--- config.mk ---
export PLATFORM = sky130hd
export DESIGN_NAME = object_id_server_placement
export DESIGN_NICKNAME = d
export VERILOG_FILES = /design/src/rtl/osp_pkg.sv /design/src/rtl/osp_divider.sv /design/src/rtl/osp_datapath.sv /design/src/rtl/osp_ctrl.sv /design/src/rtl/object_id_server_placement.sv
export SDC_FILE = /design/constraint.sdc
export NUM_CORES = 2
export LEC_CHECK = 0
export ABC_AREA = 1
export BUFFER_PORTS_ARGS = -buffer_cell sky130_fd_sc_hd__buf_2
export CORE_UTILIZATION = 45
export CTS_CLUSTER_SIZE = 25
export DETAILED_ROUTE_END_ITERATION = 7
export PLACE_DENSITY = 0.57
export SYNTH_ARGS = -nofsm -noshare
export SYNTH_HDL_FRONTEND = slang
export SYNTH_SLANG_ARGS = --single-unit
--- constraint.sdc ---
create_clock -name clock -period 11.9 [get_ports clock]
set_input_delay 1.785 -clock clock [delete_from_list [all_inputs] [get_ports clock]]
set_output_delay 1.785 -clock clock [all_outputs]
set_load 0.005 [all_outputs]
--- src/rtl/osp_pkg.sv ---
// Shared types, codes and constants of the object id server placement block.
package osp_pkg;

   localparam int MAX_STRIPE   = 64;
   localparam int ID_W         = 64;
   localparam int SRV_W        = 16;
   localparam int SERVER_W     = 17;
   localparam int STRIPE_W     = 7;
   localparam int STATUS_W     = 2;
   localparam int KIND_W       = 2;
   localparam int CSR_IDX_W    = 2;
   localparam int CSR_DATA_W   = 16;
   localparam int IDX_W        = $clog2(MAX_STRIPE);
   localparam int DIV_STEPS    = ID_W;
   localparam int DIV_CNT_W    = $clog2(DIV_STEPS + 1);
   localparam int PART_W       = 32 + SRV_W;

   localparam logic [ID_W-1:0] ID_MAX = {ID_W{1'b1}};

   // placement codes
   localparam logic [KIND_W-1:0] KIND_ZERO = 2'd0;
   localparam logic [KIND_W-1:0] KIND_MOD  = 2'd1;
   localparam logic [KIND_W-1:0] KIND_RNG  = 2'd2;

   // register indexes
   localparam logic [CSR_IDX_W-1:0] CSR_MAP_KIND     = 2'd0;
   localparam logic [CSR_IDX_W-1:0] CSR_SERVER_COUNT = 2'd1;

   // result status codes
   localparam logic [STATUS_W-1:0] ST_OK    = 2'd0;
   localparam logic [STATUS_W-1:0] ST_RANGE = 2'd1;
   localparam logic [STATUS_W-1:0] ST_ZERO  = 2'd2;

   localparam logic MODE_LOOKUP   = 1'b0;
   localparam logic MODE_GENERATE = 1'b1;

   typedef struct packed {
      logic                mode;
      logic [ID_W-1:0]     object_id;
      logic [SRV_W-1:0]    first_server;
      logic [SRV_W-1:0]    end_server;
      logic [STRIPE_W-1:0] stripe_count;
   } req_type;

   typedef struct packed {
      logic [SERVER_W-1:0] server;
      logic [ID_W-1:0]     generated_id;
      logic [STATUS_W-1:0] status;
      logic                last;
   } rsp_type;

   // how a request is served; also selects the form of an emitted result
   typedef enum logic [2:0] {
      PLAN_ERR_ZERO,
      PLAN_ERR_RANGE,
      PLAN_OK_NONE,
      PLAN_LK_MOD,
      PLAN_LK_RNG,
      PLAN_GEN_MOD,
      PLAN_GEN_RNG
   } plan_type;

   typedef enum logic [1:0] {
      DIV_LK_MOD,
      DIV_WIDTH,
      DIV_LK_RNG,
      DIV_STRIPE
   } div_op_type;

   typedef enum logic [1:0] {
      MUL_FIRST,
      MUL_END,
      MUL_T
   } mul_sel_type;

   typedef struct packed {
      logic        load;
      logic        div_start;
      div_op_type  div_op;
      logic        cap_w;
      logic        mul_lo;
      logic        mul_hi;
      mul_sel_type mul_sel;
      logic        cap_lb;
      logic        cap_len;
      logic        idx_inc;
      logic        emit;
      plan_type    emit_kind;
      logic        emit_last;
   } cmd_type;

   typedef struct packed {
      plan_type plan;
      logic     div_done;
      logic     idx_last;
   } stat_type;

endpackage

--- src/rtl/osp_divider.sv ---
// Restoring 64-bit unsigned divider, one quotient bit per cycle.
module osp_divider (
   input  logic                      clock,
   input  logic                      reset,
   input  logic                      start,
   input  logic [osp_pkg::ID_W-1:0]  dividend,
   input  logic [osp_pkg::ID_W-1:0]  divisor,
   output logic                      done,
   output logic [osp_pkg::ID_W-1:0]  quotient,
   output logic [osp_pkg::ID_W-1:0]  remainder
);

   logic [osp_pkg::ID_W-1:0]      quo_ff, quo_in;
   logic [osp_pkg::ID_W-1:0]      rem_ff, rem_in;
   logic [osp_pkg::ID_W-1:0]      dsr_ff, dsr_in;
   logic [osp_pkg::DIV_CNT_W-1:0] cnt_ff, cnt_in;
   logic                          done_ff, done_in;
   logic [osp_pkg::ID_W:0]        shifted;
   logic [osp_pkg::ID_W:0]        diff;

   always_comb begin
      shifted = {rem_ff, quo_ff[osp_pkg::ID_W-1]};
      diff    = shifted - {1'b0, dsr_ff};
      quo_in  = quo_ff;
      rem_in  = rem_ff;
      dsr_in  = dsr_ff;
      cnt_in  = cnt_ff;
      done_in = 1'b0;
      if (start) begin
         quo_in = dividend;
         rem_in = '0;
         dsr_in = divisor;
         cnt_in = osp_pkg::DIV_CNT_W'(osp_pkg::DIV_STEPS);
      end else if (cnt_ff != '0) begin
         // subtract when the shifted partial remainder covers the divisor
         if (!diff[osp_pkg::ID_W]) begin
            rem_in = diff[osp_pkg::ID_W-1:0];
            quo_in = {quo_ff[osp_pkg::ID_W-2:0], 1'b1};
         end else begin
            rem_in = shifted[osp_pkg::ID_W-1:0];
            quo_in = {quo_ff[osp_pkg::ID_W-2:0], 1'b0};
         end
         cnt_in  = cnt_ff - 1'b1;
         done_in = (cnt_ff == osp_pkg::DIV_CNT_W'(1));
      end
   end

   always_ff @(posedge clock) begin
      if (reset) begin
         cnt_ff  <= '0;
         done_ff <= 1'b0;
      end else begin
         cnt_ff  <= cnt_in;
         done_ff <= done_in;
      end
      quo_ff <= quo_in;
      rem_ff <= rem_in;
      dsr_ff <= dsr_in;
   end

   assign done      = done_ff;
   assign quotient  = quo_ff;
   assign remainder = rem_ff;

endmodule

--- src/rtl/osp_datapath.sv ---
// Datapath: registers, request decode, divider, split multiplier and result register.
module osp_datapath (
   input  logic                            clock,
   input  logic                            reset,
   input  osp_pkg::req_type                req_data,
   input  logic                            csr_we,
   input  logic [osp_pkg::CSR_IDX_W-1:0]   csr_index,
   input  logic [osp_pkg::CSR_DATA_W-1:0]  csr_wdata,
   input  osp_pkg::cmd_type                cmd,
   output osp_pkg::stat_type               stat,
   output logic                            rsp_valid,
   output osp_pkg::rsp_type                rsp_data
);

   logic [osp_pkg::KIND_W-1:0]   kind_ff;
   logic [osp_pkg::SRV_W-1:0]    count_ff;
   osp_pkg::req_type             req_ff;
   logic [osp_pkg::IDX_W-1:0]    idx_ff;
   logic [osp_pkg::ID_W-1:0]     w_ff;
   logic [osp_pkg::ID_W-1:0]     lb_ff;
   logic [osp_pkg::ID_W-1:0]     len_ff;
   logic [osp_pkg::PART_W-1:0]   part_ff;
   logic [osp_pkg::ID_W-1:0]     prod_ff;
   logic                         rsp_valid_ff;
   osp_pkg::rsp_type             rsp_data_ff, rsp_data_in;

   logic                         spread;
   logic [osp_pkg::SRV_W-1:0]    span;
   osp_pkg::plan_type            plan;
   logic [osp_pkg::SRV_W-1:0]    t_srv;
   logic [osp_pkg::SRV_W-1:0]    mul_op;
   logic [osp_pkg::PART_W-1:0]   hi_prod;
   logic [osp_pkg::ID_W-1:0]     ub;
   logic [osp_pkg::ID_W-1:0]     div_a, div_b;
   logic                         div_done;
   logic [osp_pkg::ID_W-1:0]     div_quo, div_rem;

   // decode the live request against the configuration
   always_comb begin
      spread = (kind_ff == osp_pkg::KIND_MOD) || (kind_ff == osp_pkg::KIND_RNG);
      span   = req_data.end_server - req_data.first_server;
      if (spread && count_ff == '0) begin
         plan = osp_pkg::PLAN_ERR_ZERO;
      end else if (req_data.mode == osp_pkg::MODE_LOOKUP) begin
         if (kind_ff == osp_pkg::KIND_MOD)      plan = osp_pkg::PLAN_LK_MOD;
         else if (kind_ff == osp_pkg::KIND_RNG) plan = osp_pkg::PLAN_LK_RNG;
         else                                   plan = osp_pkg::PLAN_OK_NONE;
      end else if (req_data.end_server <= req_data.first_server) begin
         plan = osp_pkg::PLAN_ERR_RANGE;
      end else if (span < osp_pkg::SRV_W'(req_data.stripe_count) || span > count_ff
                   || req_data.stripe_count == '0
                   || req_data.stripe_count > osp_pkg::STRIPE_W'(osp_pkg::MAX_STRIPE)) begin
         plan = osp_pkg::PLAN_ERR_RANGE;
      end else if (!spread) begin
         plan = (span > osp_pkg::SRV_W'(1)) ? osp_pkg::PLAN_ERR_RANGE
                                            : osp_pkg::PLAN_OK_NONE;
      end else if (kind_ff == osp_pkg::KIND_RNG && req_data.end_server > count_ff) begin
         plan = osp_pkg::PLAN_ERR_RANGE;
      end else if (kind_ff == osp_pkg::KIND_MOD) begin
         plan = osp_pkg::PLAN_GEN_MOD;
      end else begin
         plan = osp_pkg::PLAN_GEN_RNG;
      end
   end

   assign t_srv = req_ff.first_server + osp_pkg::SRV_W'(idx_ff);

   always_comb begin
      case (cmd.mul_sel)
         osp_pkg::MUL_FIRST: mul_op = req_ff.first_server;
         osp_pkg::MUL_END:   mul_op = req_ff.end_server;
         osp_pkg::MUL_T:     mul_op = t_srv;
         default:            mul_op = '0;
      endcase
   end

   assign hi_prod = w_ff[63:32] * mul_op;
   assign ub      = (req_ff.end_server == count_ff) ? osp_pkg::ID_MAX : prod_ff;

   always_comb begin
      case (cmd.div_op)
         osp_pkg::DIV_LK_MOD: begin
            div_a = req_ff.object_id;
            div_b = osp_pkg::ID_W'(count_ff);
         end
         osp_pkg::DIV_WIDTH: begin
            div_a = osp_pkg::ID_MAX;
            div_b = osp_pkg::ID_W'(count_ff);
         end
         osp_pkg::DIV_LK_RNG: begin
            div_a = req_ff.object_id;
            div_b = w_ff;
         end
         osp_pkg::DIV_STRIPE: begin
            div_a = prod_ff;
            div_b = len_ff;
         end
         default: begin
            div_a = '0;
            div_b = '0;
         end
      endcase
   end

   osp_divider u_divider (
      .clock     (clock),
      .reset     (reset),
      .start     (cmd.div_start),
      .dividend  (div_a),
      .divisor   (div_b),
      .done      (div_done),
      .quotient  (div_quo),
      .remainder (div_rem)
   );

   always_comb begin
      rsp_data_in              = '0;
      rsp_data_in.last         = cmd.emit_last;
      case (cmd.emit_kind)
         osp_pkg::PLAN_ERR_ZERO:  rsp_data_in.status = osp_pkg::ST_ZERO;
         osp_pkg::PLAN_ERR_RANGE: rsp_data_in.status = osp_pkg::ST_RANGE;
         osp_pkg::PLAN_OK_NONE:   rsp_data_in.status = osp_pkg::ST_OK;
         osp_pkg::PLAN_LK_MOD:    rsp_data_in.server = div_rem[osp_pkg::SERVER_W-1:0];
         osp_pkg::PLAN_LK_RNG:    rsp_data_in.server = div_quo[osp_pkg::SERVER_W-1:0];
         osp_pkg::PLAN_GEN_MOD:   rsp_data_in.generated_id = osp_pkg::ID_W'(t_srv);
         osp_pkg::PLAN_GEN_RNG:   rsp_data_in.generated_id = div_rem + lb_ff;
         default:                 rsp_data_in = '0;
      endcase
   end

   always_ff @(posedge clock) begin
      if (reset) begin
         kind_ff      <= osp_pkg::KIND_ZERO;
         count_ff     <= '0;
         idx_ff       <= '0;
         rsp_valid_ff <= 1'b0;
      end else begin
         if (csr_we && csr_index == osp_pkg::CSR_MAP_KIND)
            kind_ff <= csr_wdata[osp_pkg::KIND_W-1:0];
         if (csr_we && csr_index == osp_pkg::CSR_SERVER_COUNT)
            count_ff <= csr_wdata[osp_pkg::SRV_W-1:0];
         if (cmd.load)          idx_ff <= '0;
         else if (cmd.idx_inc)  idx_ff <= idx_ff + 1'b1;
         rsp_valid_ff <= cmd.emit;
      end
      if (cmd.load)    req_ff  <= req_data;
      if (cmd.cap_w)   w_ff    <= div_quo;
      if (cmd.mul_lo)  part_ff <= w_ff[31:0] * mul_op;
      if (cmd.mul_hi)  prod_ff <= osp_pkg::ID_W'(part_ff) + {hi_prod[31:0], 32'b0};
      if (cmd.cap_lb)  lb_ff   <= prod_ff;
      if (cmd.cap_len) len_ff  <= ub - lb_ff;
      if (cmd.emit)    rsp_data_ff <= rsp_data_in;
   end

   assign stat.plan     = plan;
   assign stat.div_done = div_done;
   assign stat.idx_last = (osp_pkg::STRIPE_W'(idx_ff) + 1'b1) == req_ff.stripe_count;

   assign rsp_valid = rsp_valid_ff;
   assign rsp_data  = rsp_data_ff;

endmodule

--- src/rtl/osp_ctrl.sv ---
// Controller: sequences divides, multiplies and result emission per request.
module osp_ctrl (
   input  logic               clock,
   input  logic               reset,
   input  logic               start,
   input  osp_pkg::stat_type  stat,
   output logic               busy,
   output osp_pkg::cmd_type   cmd
);

   typedef enum logic [4:0] {
      S_IDLE,
      S_ONE,
      S_LKM_DIV,
      S_LKM_WAIT,
      S_W_DIV,
      S_W_WAIT,
      S_LKR_DIV,
      S_LKR_WAIT,
      S_LB_LO,
      S_LB_HI,
      S_UB_LO,
      S_UB_HI,
      S_LEN,
      S_R_LO,
      S_R_HI,
      S_R_DIV,
      S_R_WAIT,
      S_R_EMIT,
      S_GM_EMIT
   } state_type;

   state_type         state_ff, state_in;
   osp_pkg::plan_type plan_ff, plan_in;

   always_comb begin
      state_in          = state_ff;
      plan_in           = plan_ff;
      cmd.load          = 1'b0;
      cmd.div_start     = 1'b0;
      cmd.div_op        = osp_pkg::DIV_LK_MOD;
      cmd.cap_w         = 1'b0;
      cmd.mul_lo        = 1'b0;
      cmd.mul_hi        = 1'b0;
      cmd.mul_sel       = osp_pkg::MUL_FIRST;
      cmd.cap_lb        = 1'b0;
      cmd.cap_len       = 1'b0;
      cmd.idx_inc       = 1'b0;
      cmd.emit          = 1'b0;
      cmd.emit_kind     = plan_ff;
      cmd.emit_last     = 1'b1;
      case (state_ff)
         S_IDLE: begin
            if (start) begin
               cmd.load = 1'b1;
               plan_in  = stat.plan;
               case (stat.plan)
                  osp_pkg::PLAN_LK_MOD:  state_in = S_LKM_DIV;
                  osp_pkg::PLAN_LK_RNG:  state_in = S_W_DIV;
                  osp_pkg::PLAN_GEN_RNG: state_in = S_W_DIV;
                  osp_pkg::PLAN_GEN_MOD: state_in = S_GM_EMIT;
                  default:               state_in = S_ONE;
               endcase
            end
         end
         S_ONE: begin
            cmd.emit = 1'b1;
            state_in = S_IDLE;
         end
         S_LKM_DIV: begin
            cmd.div_start = 1'b1;
            cmd.div_op    = osp_pkg::DIV_LK_MOD;
            state_in      = S_LKM_WAIT;
         end
         S_LKM_WAIT: begin
            if (stat.div_done) state_in = S_ONE;
         end
         S_W_DIV: begin
            cmd.div_start = 1'b1;
            cmd.div_op    = osp_pkg::DIV_WIDTH;
            state_in      = S_W_WAIT;
         end
         S_W_WAIT: begin
            if (stat.div_done) begin
               cmd.cap_w = 1'b1;
               state_in  = (plan_ff == osp_pkg::PLAN_LK_RNG) ? S_LKR_DIV : S_LB_LO;
            end
         end
         S_LKR_DIV: begin
            cmd.div_start = 1'b1;
            cmd.div_op    = osp_pkg::DIV_LK_RNG;
            state_in      = S_LKR_WAIT;
         end
         S_LKR_WAIT: begin
            if (stat.div_done) state_in = S_ONE;
         end
         S_LB_LO: begin
            cmd.mul_lo  = 1'b1;
            cmd.mul_sel = osp_pkg::MUL_FIRST;
            state_in    = S_LB_HI;
         end
         S_LB_HI: begin
            cmd.mul_hi  = 1'b1;
            cmd.mul_sel = osp_pkg::MUL_FIRST;
            state_in    = S_UB_LO;
         end
         S_UB_LO: begin
            cmd.cap_lb  = 1'b1;
            cmd.mul_lo  = 1'b1;
            cmd.mul_sel = osp_pkg::MUL_END;
            state_in    = S_UB_HI;
         end
         S_UB_HI: begin
            cmd.mul_hi  = 1'b1;
            cmd.mul_sel = osp_pkg::MUL_END;
            state_in    = S_LEN;
         end
         S_LEN: begin
            cmd.cap_len = 1'b1;
            state_in    = S_R_LO;
         end
         S_R_LO: begin
            cmd.mul_lo  = 1'b1;
            cmd.mul_sel = osp_pkg::MUL_T;
            state_in    = S_R_HI;
         end
         S_R_HI: begin
            cmd.mul_hi  = 1'b1;
            cmd.mul_sel = osp_pkg::MUL_T;
            state_in    = S_R_DIV;
         end
         S_R_DIV: begin
            cmd.div_start = 1'b1;
            cmd.div_op    = osp_pkg::DIV_STRIPE;
            state_in      = S_R_WAIT;
         end
         S_R_WAIT: begin
            if (stat.div_done) state_in = S_R_EMIT;
         end
         S_R_EMIT: begin
            cmd.emit      = 1'b1;
            cmd.emit_last = stat.idx_last;
            cmd.idx_inc   = 1'b1;
            state_in      = stat.idx_last ? S_IDLE : S_R_LO;
         end
         S_GM_EMIT: begin
            cmd.emit      = 1'b1;
            cmd.emit_last = stat.idx_last;
            cmd.idx_inc   = 1'b1;
            if (stat.idx_last) state_in = S_IDLE;
         end
         default: state_in = S_IDLE;
      endcase
   end

   always_ff @(posedge clock) begin
      if (reset) begin
         state_ff <= S_IDLE;
         plan_ff  <= osp_pkg::PLAN_OK_NONE;
      end else begin
         state_ff <= state_in;
         plan_ff  <= plan_in;
      end
   end

   assign busy = (state_ff != S_IDLE);

endmodule

--- src/rtl/object_id_server_placement.sv ---
// Top level: object id to storage server placement, lookup and striped id generation.
// Per plan: lookup under modulo takes one divide, lookup under ranges two (the width,
//   then the id); errors and trivial results take no divide; generate under modulo
//   emits one result a cycle; generate under ranges divides for the width, then
//   multiplies and divides once per result. One request at a time; the next is
//   taken at the edge that ends the last result's cycle; each divide is 64 steps.
// Results leave on rsp_valid for one cycle each and cannot be stalled.
// Reset: synchronous, clears control state and sets map_kind and server_count to 0.
module object_id_server_placement (
   input  logic                            clock,
   input  logic                            reset,
   // request channel
   input  logic                            start,
   output logic                            busy,
   input  osp_pkg::req_type                req_data,
   // result channel
   output logic                            rsp_valid,
   output osp_pkg::rsp_type                rsp_data,
   // configuration writes
   input  logic                            csr_we,
   input  logic [osp_pkg::CSR_IDX_W-1:0]   csr_index,
   input  logic [osp_pkg::CSR_DATA_W-1:0]  csr_wdata
);

   // Commands flow from the controller, status flows back; nothing else couples them.
   osp_pkg::cmd_type  cmd;
   osp_pkg::stat_type stat;

   // Sequence each request: pick a plan at accept, then step the divider and
   // multiplier, and drop one result per striped server (one only for a lookup or an error) into the result register.
   osp_ctrl u_ctrl (
      .clock (clock),
      .reset (reset),
      .start (start),
      .stat  (stat),
      .busy  (busy),
      .cmd   (cmd)
   );

   // Hold configuration, the latched request, width, bounds and the result register.
   osp_datapath u_datapath (
      .clock     (clock),
      .reset     (reset),
      .req_data  (req_data),
      .csr_we    (csr_we),
      .csr_index (csr_index),
      .csr_wdata (csr_wdata),
      .cmd       (cmd),
      .stat      (stat),
      .rsp_valid (rsp_valid),
      .rsp_data  (rsp_data)
   );

endmodule

==> flow_summary_export.csv <==
group,metric,value,unit
finish,layout.nets,9657,
drt,drtAntennaViolNets,0,
setup_path,arrival,10.04,ns
run,maxCapViolations,0,
finish,post_route_cells_drive_above_1_share,6.18,%
drt,wl_met2,101000,um
cts,cts_resized,0,
drt,drtIter0Drc,5058,
timing,fmax,0.104,GHz
timing,finalCriticalPeriod,9.58,ns
logic_synthesis,synth_area,69600,um^2
hold_path,hold_end,"u_datapath.prod_ff[5]",
cts,cts_max_level,3,
logic_synthesis,synthAdderAreaFrac,29.2,%
drt,wl_met1,107000,um
setup_path,reg2reg_to,"u_datapath.part_ff[46]",
finish,areaGrowthSynthToFinish,8.54,%
timing,timing.final.crit_share,80.5,%
logic_synthesis,synthTopCellsByArea,"edfxtp_1 (27%), fa_1 (21%), nand2_1 (8.9%), inv_1 (8.8%), ha_1 (8.2%)",
cts,cts_root_buf,"clkbuf_16",
die,rows,143,
setup_path,cp_common_cell,"nand2_1",
timing,setup_tns,0,ns
cts,postCtsSetupBuffers,0,
global_route,grt_max_degree,87,
logic_synthesis,ys_ff_latch,724,
finish,seq_area,20700,um^2
setup_path,path_buf_inv,4,
logic_synthesis,synth_seq_area_share,29.7,%
setup_path,crit_family,"adder cells",
logic_synthesis,ys_types,67,
global_route,grt_pass1_vias,56900,
cts,clk_pin_slew,0.06,ns
setup_path,end_kind,"flip-flop",
cts,cts_hold_buf,0,
setup_path,reg2reg_slack,2.32,ns
logic_synthesis,synthSimpleGateAreaFrac,16.0,%
cts,cts_buffer_depth,3,
setup_path,critical_path_required,12.37,ns
setup_path,critPathLaunchType,"flip-flop",
drt,wirelength,236000,um
hold_path,holdCritStartpoint,"u_datapath.part_ff[5]",
drt,drtPass1Iterations,6,
global_route,antenna_found_initial,11,
cts,clk-insertion-delay-late,0.73,ns
setup_path,slowest_stage,"inv_2",
cts,cts_tree,"built",
place,hpwl,190000,um
setup_path,reg2regPathDepth,36,
logic_synthesis,yosysTopAreaCell,"edfxtp_1",
drt,vias_per_cell,5.47,
outcome,status,"completed",
die,die_h,395,um
cts,clkSinkCount,724,
setup_path,critPathMaxFanout,27,
global_route,grt-ovfl-total,0,
finish,fillers,14900,
place,place.gp.congestion,0.946,
timing,tightest_slew,1.24,ns
timing,slew_headroom,17.6,%
logic_synthesis,synth_mux_area_share,0,%
timing,rsz0062_at_grt,"no",
hold_path,hp-class,"reg2reg",
timing,finalSetupViolCount,0,
drt,highest_layer,"met4",
logic_synthesis,ys.flop_type,"edfxtp_1",
logic_synthesis,synth_nets,9553,
die,core,153000,um^2
die,start_util,45.5,%
logic_synthesis,synth_top_area_share,26.7,%
global_route,grt_pass1_wl,354000,um
logic_synthesis,synth_top_family_by_area,"adder cells",
timing,drv_slew,0,
drt,wl_met3,19100,um
timing,fin_skew,0.0422,ns
setup_path,r2r-start,"u_datapath.idx_ff[0]",
setup_path,worst-setup-path-type,"reg2reg",
drt,drc,0,
hold_path,holdPathStages,0,
finish,multi_input_area,41900,um^2
cts,cts_buffers,86,
logic_synthesis,ys_async_sr_fraction,0,%
logic_synthesis,syn_area_per_cell,8.44,um^2
place,portBuffers,211,
drt,dr_total_vias,57100,
drt,wl_per_cell,22.6,um
global_route,groute.usage.overall,30.3,%
logic_synthesis,syn-instance-count,8242,
die,dieArea,156000,um^2
logic_synthesis,synth-xor-area-share,3.60,%
logic_synthesis,synth_compound_area_share,11.2,%
die,die_x,395,um
setup_path,critPathMaxStageDelay,0.88,ns
die,ioPinCount,212,
timing,finalHoldViolations,0,
logic_synthesis,synth-edff-count,619,
logic_synthesis,yosysWarnings,0,
## synth_stat cells (all sizes together) (9+ instances only)
cell type  count
xnor2         92
nand3b        15
nand4         52
nor4          22
a31oi         81
fa           728
nor2         709
ha           457
o22ai         70
inv         1644
o211ai        26
o221ai        43
a21oi        547
or2           68
o21bai        20
nor3          51
a21o          17
buf           55
a21boi        17
nand3        180
clkbuf       191
dfxtp        105
xor2         192
nand2       1649
o21a          23
clkinv         9
edfxtp       619
o21ai        509
## layer usage
| layer | global-route usage, % | vias up |
|---|---|---|
| met5 | 0 | - |
| li1 | - | 26500 |
| met4 | 11.0 | 0 |
| met2 | 45.5 | 2198 |
| met1 | 44.4 | 28000 |
| met3 | 4.43 | 367 |
## logic make-up (layout without fill, tap and decap cells)
kind of cell / Yosys count / after routing
simple gates: 2756 / 2756
fa+ha+maj: 1185 / 1185
compound gates: 1394 / 1394
flops: 724 / 724
xor+xnor: 284 / 284
other cells: 0 / 1
buf+inv: 1899 / 2072
## sequential cells by signal, indices dropped and copies added, names as in the netlist, 16 cells and up
register                        cells
u_datapath.w_ff                    64
u_datapath.count_ff                16
u_datapath.u_divider.dsr_ff        64
u_datapath.part_ff                 48
u_datapath.req_ff                 103
u_datapath.rsp_data                84
u_datapath.len_ff                  64
u_datapath.lb_ff                   64
u_datapath.prod_ff                 64
u_datapath.u_divider.remainder     64
u_datapath.u_divider.quotient      64
## layout by cell type, fill, tap and decap left out, types with 19 or more instances in the layout
cell,synthesis,layout
xor2_1,191,191
or2_2,66,66
nor2_1,706,700
nor3_1,50,48
nor4_1,21,21
buf_2,10,211
buf_4,6,51
nand4_1,51,51
o211ai_1,26,26
o22ai_1,70,70
nand2_1,1644,1637
xnor2_1,91,91
clkbuf_1,191,19
dfxtp_1,105,105
clkinv_1,9,21
a21oi_1,543,543
nand3_1,177,176
ha_1,457,457
o221ai_1,43,43
inv_1,1629,1626
a31oi_1,81,81
clkbuf_16,0,86
o21ai_1,124,123
o21a_1,23,23
o21bai_1,19,19
fa_1,728,728
o21ai_0,380,378
edfxtp_1,619,619
## per-stage QoR
stage / cell area (um^2) / instances / hold slack (ns) / util, % / setup slack [ns]
after detailed placement: 72700 / 10300 / 0.405 / 47.6 / 2.55
after floorplan: 69600 / 8242 / 0.400 / - / 4.35
after global routing: 75500 / 10400 / 0.420 / 49.4 / 1.80
final: 75500 / 10400 / 0.410 / 49.4 / 2.32
after global placement: 72700 / 10300 / 0.401 / 47.6 / 2.64
after CTS: 75500 / 10400 / 0.399 / 49.4 / 2.50
## cell type report
cell class	instances	share of cell area, %
antenna	1	0.00331
clock buffer	105	2.94
clock inverter	52	0.765
inverter	1653	8.22
multi-input combinational	5619	55.4
sequential	724	27.4
tap	2030	3.36
timing repair buffer	262	1.90
## worst max-delay path by stage
| stage | startpoint | endpoint | slack, ns | depth (start not counted) |
|---|---|---|---|---|
| global route | u_datapath.req_ff[25] | u_datapath.prod_ff[63] | 1.80 | 43 |
| global placement | u_datapath.req_ff[25] | u_datapath.prod_ff[63] | 2.64 | 41 |
| floorplan | u_datapath.idx_ff[0] | u_datapath.prod_ff[59] | 4.35 | 37 |
| finish | u_datapath.idx_ff[0] | u_datapath.part_ff[46] | 2.32 | 36 |
| CTS | u_datapath.req_ff[25] | u_datapath.prod_ff[63] | 2.50 | 41 |
| detailed placement | u_datapath.req_ff[25] | u_datapath.prod_ff[63] | 2.55 | 41 |
Power is left out: the tool's default activity adds up to more than one toggle a clock period on the data nets, which glitch-free logic cannot reach.
